**config.mk**
```make
export PLATFORM = sky130hd
export DESIGN_NAME = query_argument_decoder_core
export DESIGN_NICKNAME = d
export VERILOG_FILES = /design/src/rtl/qad_pkg.sv /design/src/rtl/query_argument_decoder_core.sv
export SDC_FILE = /design/constraint.sdc
export NUM_CORES = 1
export LEC_CHECK = 0
export BUFFER_PORTS_ARGS = -buffer_cell sky130_fd_sc_hd__buf_4
export CORE_AREA = 2 2 75 77
export DETAILED_ROUTE_END_ITERATION = 6
export DIE_AREA = 0 0 77 79
export HOLD_SLACK_MARGIN = 0.15
export PLACE_DENSITY_LB_ADDON = 0.05
export REMOVE_ABC_BUFFERS = 1
export SKIP_LAST_GASP = 1
export SLEW_MARGIN = 10
export SYNTH_ARGS = -nofsm -noshare
export SYNTH_HDL_FRONTEND = slang
export SYNTH_SLANG_ARGS = --single-unit
export TNS_END_PERCENT = 20
```
**constraint.sdc**
```tcl
create_clock -name clk -period 5.4 [get_ports clk]
set_input_delay 0.54 -clock clk [delete_from_list [all_inputs] [get_ports clk]]
set_output_delay 0.54 -clock clk [all_outputs]
set_load 0.01 [all_outputs]
```
**src/rtl/qad_pkg.sv**
```systemverilog
// qad_pkg: shared types, character codes and hex digit conversion for the
// query argument decoder. No dependencies.
`timescale 1ns / 1ps
`default_nettype none

package qad_pkg;

  typedef enum logic [1:0] {
    KIND_NAME_BYTE  = 2'd0,
    KIND_NAME_END   = 2'd1,
    KIND_VALUE_BYTE = 2'd2,
    KIND_VALUE_END  = 2'd3
  } kind_t;

  typedef enum logic [1:0] {
    ESC_NONE = 2'd0,
    ESC_PCT  = 2'd1,
    ESC_HIGH = 2'd2
  } esc_t;

  localparam logic [7:0] CH_NUL   = 8'h00;
  localparam logic [7:0] CH_PCT   = 8'h25;
  localparam logic [7:0] CH_PLUS  = 8'h2B;
  localparam logic [7:0] CH_EQ    = 8'h3D;
  localparam logic [7:0] CH_AMP   = 8'h26;
  localparam logic [7:0] CH_SPACE = 8'h20;
  localparam logic [7:0] CH_ZERO  = 8'h30;
  localparam logic [7:0] CH_UPA   = 8'h41;
  localparam logic [7:0] CASE_MASK = 8'hDF;
  localparam logic [7:0] HEX_TEN   = 8'd10;

  // Unchecked conversion, modulo 256; the full byte feeds the low digit add.
  function automatic logic [7:0] hex_digit(input logic [7:0] c);
    logic [7:0] d;
    if (c >= CH_UPA) begin
      d = (c & CASE_MASK) - CH_UPA + HEX_TEN;
    end else begin
      d = c - CH_ZERO;
    end
    return d;
  endfunction

endpackage

`default_nettype wire

```
**src/rtl/query_argument_decoder_core.sv**
```systemverilog
// query_argument_decoder_core: top level, byte-serial form-query decoder.
// Depends on qad_pkg.
`timescale 1ns / 1ps
`default_nettype none

// Takes one query-string character per cycle while in_stall is low and gives
// at most one registered result per character. Name bytes pass through, '='
// gives a name end, value bytes are decoded ('+' to space, '%'hh to a byte)
// and a zero byte, or '&' within a value, gives a value end. The decode is a single
// registered pass; a two-entry output buffer (result register plus skid
// register) lets a new character be accepted every cycle, and in_stall
// rises only once both entries hold results the receiver has not taken.
module query_argument_decoder_core (
  input  wire logic                 clk,
  input  wire logic                 rst_n,
  input  wire logic                 in_valid,
  output logic                      in_stall,
  input  wire logic [7:0]           in_byte,
  output logic                      out_valid,
  input  wire logic                 out_stall,
  output logic [7:0]                out_byte,
  output qad_pkg::kind_t            out_kind
);
  import qad_pkg::*;

  logic       in_value_r, in_value_nxt;
  esc_t       esc_r, esc_nxt;
  logic [3:0] high_r, high_nxt;
  logic [7:0] digit;

  logic       res_valid;
  logic [7:0] res_byte;
  kind_t      res_kind;

  logic       main_valid_r, skid_valid_r;
  logic [7:0] main_byte_r, skid_byte_r;
  kind_t      main_kind_r, skid_kind_r;

  logic accept, push, pop;

  assign in_stall = skid_valid_r;
  assign accept   = in_valid && !in_stall;
  assign push     = accept && res_valid;
  assign pop      = main_valid_r && !out_stall;
  assign digit    = hex_digit(in_byte);

  // next state
  always_comb begin
    in_value_nxt = in_value_r;
    esc_nxt      = esc_r;
    high_nxt     = high_r;
    if (!in_value_r) begin
      esc_nxt = ESC_NONE;
      if (in_byte == CH_EQ) begin
        in_value_nxt = 1'b1;
      end
    end else if (in_byte == CH_NUL || in_byte == CH_AMP) begin
      in_value_nxt = 1'b0;
      esc_nxt      = ESC_NONE;
    end else begin
      unique case (esc_r)
        ESC_PCT: begin
          high_nxt = digit[3:0];
          esc_nxt  = ESC_HIGH;
        end
        ESC_HIGH: esc_nxt = ESC_NONE;
        default:  esc_nxt = (in_byte == CH_PCT) ? ESC_PCT : ESC_NONE;
      endcase
    end
  end

  // result of the current character
  always_comb begin
    res_valid = 1'b1;
    res_byte  = in_byte;
    res_kind  = KIND_VALUE_BYTE;
    if (!in_value_r) begin
      if (in_byte == CH_NUL) begin
        res_kind = KIND_VALUE_END;
      end else if (in_byte == CH_EQ) begin
        res_byte = CH_NUL;
        res_kind = KIND_NAME_END;
      end else begin
        res_kind = KIND_NAME_BYTE;
      end
    end else if (in_byte == CH_NUL || in_byte == CH_AMP) begin
      res_byte = CH_NUL;
      res_kind = KIND_VALUE_END;
    end else begin
      unique case (esc_r)
        ESC_PCT:  res_valid = 1'b0;
        ESC_HIGH: res_byte  = {high_r, 4'b0000} + digit;
        default: begin
          if (in_byte == CH_PCT) begin
            res_valid = 1'b0;
          end else if (in_byte == CH_PLUS) begin
            res_byte = CH_SPACE;
          end
        end
      endcase
    end
  end

  always_ff @(posedge clk) begin
    if (!rst_n) begin
      in_value_r <= 1'b0;
      esc_r      <= ESC_NONE;
      high_r     <= 4'd0;
    end else if (accept) begin
      in_value_r <= in_value_nxt;
      esc_r      <= esc_nxt;
      high_r     <= high_nxt;
    end
  end

  always_ff @(posedge clk) begin
    if (!rst_n) begin
      main_valid_r <= 1'b0;
      skid_valid_r <= 1'b0;
    end else if (!main_valid_r || pop) begin
      if (skid_valid_r) begin
        main_valid_r <= 1'b1;
        skid_valid_r <= 1'b0;
      end else begin
        main_valid_r <= push;
      end
    end else if (push) begin
      skid_valid_r <= 1'b1;
    end
  end

  always_ff @(posedge clk) begin
    if (!main_valid_r || pop) begin
      if (skid_valid_r) begin
        main_byte_r <= skid_byte_r;
        main_kind_r <= skid_kind_r;
      end else if (push) begin
        main_byte_r <= res_byte;
        main_kind_r <= res_kind;
      end
    end else if (push) begin
      skid_byte_r <= res_byte;
      skid_kind_r <= res_kind;
    end
  end

  assign out_valid = main_valid_r;
  assign out_byte  = main_byte_r;
  assign out_kind  = main_kind_r;

endmodule

`default_nettype wire

```
* Word-level counts from Yosys, hierarchy flattened
Cells that the tools add are included.
** Operators by class
- Add/subtract/negate cells :: 4
- Multipliers :: 0
- Div/mod/pow operators :: 0
- $lt $le $gt $ge :: 1
- Equality and inequality tests :: 6
- Shift operators :: 0
- Mux-type cells :: 28
- Bitwise logic cells :: 3
- Reductions and logical operators :: 14
** Operator list (number)
- 2-to-1 mux 8 bit :: 9
- == test 8 x 6 -> 1 bit (second input constant) :: 4
- case mux 8 bit (2 select lines) :: 1
- 2-to-1 mux 2 bit :: 6
- 2-to-1 mux 1 bit :: 10
- adder 8 x 4 -> 8 bit (second input constant) :: 1
- adder 8 bit :: 1
- >= comparator 8 x 7 -> 1 bit (second input constant) :: 1
- logical NOT 8 bit :: 1
- subtractor 8 x 6 -> 8 bit (second input constant) :: 1
- subtractor 8 x 7 -> 8 bit (second input constant) :: 1
- case mux 2 bit (2 select lines) :: 1
- AND reduction 2 bit :: 2
- AND reduction 4 bit :: 1
- logical AND 1 bit :: 3
- logical NOT 1 bit :: 3
- inverter 1 bit :: 3
- == test 2 x 1 -> 1 bit (second input constant) :: 1
- == test 2 bit (second input constant) :: 1
- logical OR 1 bit :: 2
- case mux 1 bit (2 select lines) :: 1
- nonzero test 2 bit :: 1
- OR reduction 2 bit :: 1
** Word-level totals
- Bits in registers :: 29
- Bits in latches :: 0
- RAM bits :: 0
- ROM bits :: 0
- Bits of input ports :: 12
- Output and inout port bits :: 12
- Word-level logic and storage cells :: 65
- Memories :: 0

* Logic depth before layout (Yosys ltp)
- Depth in word-level cells :: 9
- Depth in mapped cells :: 14
- Gate-level depth less buffers :: 13

* Worst setup path before layout
Ideal clock, no wire load.
- Path type :: input to register
- Start point :: in in_byte[0]
- End point :: reg main_byte_r[6] (netlist: out_byte[6]), data pin
- Setup time :: 0.260 ns
- Arrival :: 2.972 ns
- Required time :: 5.140 ns
- Slack :: 2.169 ns
- Stages :: 14
- Path buffers :: 1
- Cells stage by stage :: inv_1 ha_1 nor4b_1 a31o_2 buf_6 a211o_1 xnor2_1 ha_1 inv_1 fa_1 xor2_1 a211oi_1 a32o_1 mux2_2
** Between the ends
- Longest elaborated chain between the ends :: 9
- Elaborated cells between the ends (all ways) :: 21
- Classes of those cells :: add/sub (4); order compare (1); eq/ne (4); mux (10); reduce/logical (2)
** Ends and longest elaborated chain
- start: declaration :: line query_argument_decoder_core.sv:18 : input wire logic [7:0] in_byte,
- subtractor 8 x 7 -> 8 bit :: line qad_pkg.sv:36 : d = (c & CASE_MASK) - CH_UPA + HEX_TEN;
- adder 8 x 4 -> 8 bit :: line qad_pkg.sv:36
- 2-to-1 mux 8 bit :: line qad_pkg.sv:35 : if (c >= CH_UPA) begin
- adder 8 bit :: line query_argument_decoder_core.sv:92 : ESC_HIGH: res_byte = {high_r, 4'b0000} + digit;
- case mux 8 bit (2 select lines) :: line query_argument_decoder_core.sv:90 : unique case (esc_r)
- 2-to-1 mux 8 bit :: line query_argument_decoder_core.sv:86 : end else if (in_byte == CH_NUL || in_byte == CH_AMP) begin
- 2-to-1 mux 8 bit * :: line query_argument_decoder_core.sv:77 : if (!in_value_r) begin
- via res_byte[6] :: line query_argument_decoder_core.sv:32 : logic [7:0] res_byte;
- 2-to-1 mux 8 bit * :: line query_argument_decoder_core.sv:137 : end else if (push) begin
- 2-to-1 mux 8 bit * :: line query_argument_decoder_core.sv:134 : if (skid_valid_r) begin
- end signal: assignment :: line query_argument_decoder_core.sv:135 : main_byte_r <= skid_byte_r;
- end signal: assignment :: line query_argument_decoder_core.sv:138 : main_byte_r <= res_byte;
- end: declaration :: line query_argument_decoder_core.sv:36 : logic [7:0] main_byte_r, skid_byte_r;
Mark *: on every way through the listed nets, which the timed path passes. The rest lies on a longest branch. The select of a mux whose other input is x is not followed.
A chain may end at the register's enable or synchronous reset.

* Worst setup path in the final report
Same ends and word-level chain as after synthesis.

==> summary.md <==
| Metric | Value |
|---|---|
| 1st-iter DRT viols | `54` |
| DP Wirelength | `about 3100 um` |
| Setup TNS | `0 ps` |
| Outcome | `complete, no violations` |
| Layout cells sized above 1 | `between 20% and 30%` |
| Most used flip-flop cell after synthesis | `edfxtp_1` |
| Post-synth ARST share | `0%` |
| Clock net sink count | `29` |
| Ys Warns | `0` |
| Clock root cell | `clkbuf_8` |
| DR vias | `1374` |
| Post-CTS Hold Fix Bufs | `0` |
| Pwr per Cell Area | `~230 nW/um^2` |
| Port Buf Inserts | `23` |
| Core area | `5340 um^2` |
| Post-Layout Cell Count | `272` |
| Pre-antenna DRT Iters | `4` |
| Mapped Cells | `176` |
| Area added between synthesis and finish | `16.0%` |
| Detailed-route DRC error count | `0` |
| Max Fclk | `about 310 MHz` |
| RSZ-0062 raised after global routing | `false` |
| Dominant cells by area after synthesis | `edfxtp_1, ha_1, dfxtp_1` |
| Post-layout util | `41.2%` |
| Hold WS | `slightly below 500 ps` |
| Die Ht | `approximately 80 um` |
| Final net count | `between 200 and 250` |
| Final setup viols | `0` |
| Register area share after synthesis | `around two fifths` |
| IO Pins | `24` |
| # Post-CTS Setup Buffers | `0` |
| Fin crit share | `between 50% and 60%` |
| Pin count of the biggest net entering global routing | `19` |
| H-tree levels | `2` |
| Die area | `6080 um^2` |
| Slew margin rel. | `a little over a third` |
| Antenna Violating Nets Remaining | `0` |
| Die X | `roughly 77 um` |
| # resized after CTS | `0` |
| CTS clk-pin slew, worst paths | `~60 ps` |
| Worst path required time | `5430 ps` |
| Kind of critical path | `in2reg` |
| Leak | `approximately 0.0009 uW` |
| Clk buf depth | `2` |
| Startpoint Class | `input pin` |
| Post-detailed-routing wire length | `approximately 4100 um` |
| Maximum vdd drop | `about 0.092 mV` |
| Cts bufs inserted | `5` |
| First-pass GRT wire length | `between 6000 and 7000 um` |
| Final slew viol count | `0` |
| Netlist cell types | `54` |
| Vias in the first global route | `1374` |
| EDFF count, synth | `20` |
| Initial antenna violation count | `0` |
| GPL Wtd Cong | `about 0.9` |
| CTS tree | `yes` |
| Crit path DAT | `about 3200 ps` |
| Synth area leader | `edfxtp_1` |
| MaxCap Viol Count | `0` |
| Clock Latency Late Sink | `approximately 290 ps` |
| Vias per cell | `about 5.1` |
| Hold Crit Class | `reg2reg` |
| Mean Syn Cell Area | `10.8 um^2` |
| Cell count after placement | `264` |
| Final Hold Violating Endpoints | `0` |
| Minimum clock period | `~3200 ps` |
| Final setup skew | `11.8 ps` |
| GR Util All Layers | `roughly 15%` |
| WL/cell | `15.1 um` |
| Gr ovfl total | `0` |
| Setup crit end kind | `flop` |
| Top-area cell type share of the netlist area | `between 30% and 40%` |
| Synth Register Bits | `29` |
| Starting Density | `a little over a third` |
| CP max FO | `9` |
| Cell Area, Synth | `approximately 1900 um^2` |
| # diodes | `0` |
| Site row count | `27` |
| Tightest Pin Transition | `957 ps` |
| Final Power | `512 uW` |
layout make-up:
| type | count | area [um^2] |
|---|---|---|
| Fill cell | 554 | 3140 |
| Multi-Input combinational cell | 126 | 1020 |
| Sequential cell | 29 | 781 |
| Timing Repair Buffer | 23 | 173 |
| Tap cell | 72 | 90.1 |
| Clock buffer | 5 | 68.8 |
| Inverter | 14 | 52.6 |
| Clock inverter | 3 | 12.5 |
synth_stat cells, types with 2 or more instances:
cell type   n
a31o_2      2
inv_1      14
buf_6       2
nor3b_1     2
nand2b_1    4
o21a_1      3
nand2_1    13
nand3_1     2
o21ai_0    11
a21oi_1     8
a21boi_0    2
a31oi_1     2
nor2b_1     3
o31ai_1     3
clkbuf_1    3
mux2_2      7
ha_1       15
nor2_1      5
mux2i_1     4
xnor2_1     5
and3_1      2
dfxtp_1     9
o2bb2ai_1   3
and4_1      2
edfxtp_1   20
o211a_1     2
critical path: stages:
cell,delay [ps]
buf_4,110
inv_1,90
ha_1,200
nor4b_1,130
a31o_2,320
a211o_1,300
xnor2_1,140
ha_1,190
inv_1,60
fa_1,370
xor2_1,180
a211oi_1,60
a32o_1,280
mux2_2,250
layout by cell type, fill, tap and decap left out, drive strengths merged, types with 2 or more instances in the layout:
cell	n
buf	23
edfxtp	20
ha	15
inv	14
nand2	14
o21ai	12
dfxtp	9
a21oi	8
mux2	7
nor2	5
xnor2	5
clkbuf	5
nand2b	4
mux2i	4
o2bb2ai	3
o21a	3
o31ai	3
nor2b	3
a31o	3
a31oi	3
a21boi	3
clkinv	3
and3	2
and4	2
o211a	2
nand3	2
or2	2
nor3b	2
worst paths after layout:
path | start | end | slack [ps] | cells after the start
worst max-delay path | in_byte[0] | out_byte[6]$_DFFE_PP_ | 2200 | 14
worst min-delay path | esc_r[0]$_SDFFE_PN0P_ | esc_r[0]$_SDFFE_PN0P_ | 490 | 2
worst max register to register | esc_r[0]$_SDFFE_PN0P_ | out_byte[6]$_DFFE_PP_ | 2840 | 6
worst min register to register | esc_r[0]$_SDFFE_PN0P_ | esc_r[0]$_SDFFE_PN0P_ | 490 | 2
report_power, final:
| group | internal (uW) | switching [uW] |
|---|---|---|
| clock | 86.5 | 84.1 |
| combinational | 39.3 | 48.0 |
| sequential | 250 | 4.03 |
| total | 376 | 136 |
cells by family after synthesis:
family,Yosys count,share of synthesized area (%)
AOI/OAI and AO/OA,50,19.7
muxes,11,6.28
DFF,29,41.2
adders and majority gates,16,11.0
and+or+nand+nor,43,13.8
xor gates and xnor gates,6,2.77
buffers and inverters,21,5.22
through the flow:
stage | worst slack, ps | cell area, um^2
2_1_floorplan | 2220 | 1850
3_3_place_gp | 1980 | 2120
3_5_place_dp | 1920 | 2120
5_1_grt | 2090 | 2200
4_1_cts | 2210 | 2200
6_report | 2200 | 2200
per-layer routing:
| metal | GRT usage (%) | vias up | wire, um |
|---|---|---|---|
| met5 | 0 | - | 0 |
| met4 | 7.68 | 0 | 125 |
| met3 | 4.20 | 10 | 154 |
| met2 | 22.8 | 24 | 1860 |
| met1 | 18.6 | 646 | 1960 |
| li1 | - | 694 | - |
flip-flops by register name, indices dropped and copies added (netlist names):
signal       count
out_byte         8
skid_byte_r      8
high_r           4
esc_r            2
out_kind         2
skid_kind_r      2
in_stall         1
in_value_r       1
out_valid        1
Power figures use the tool's default switching activity.
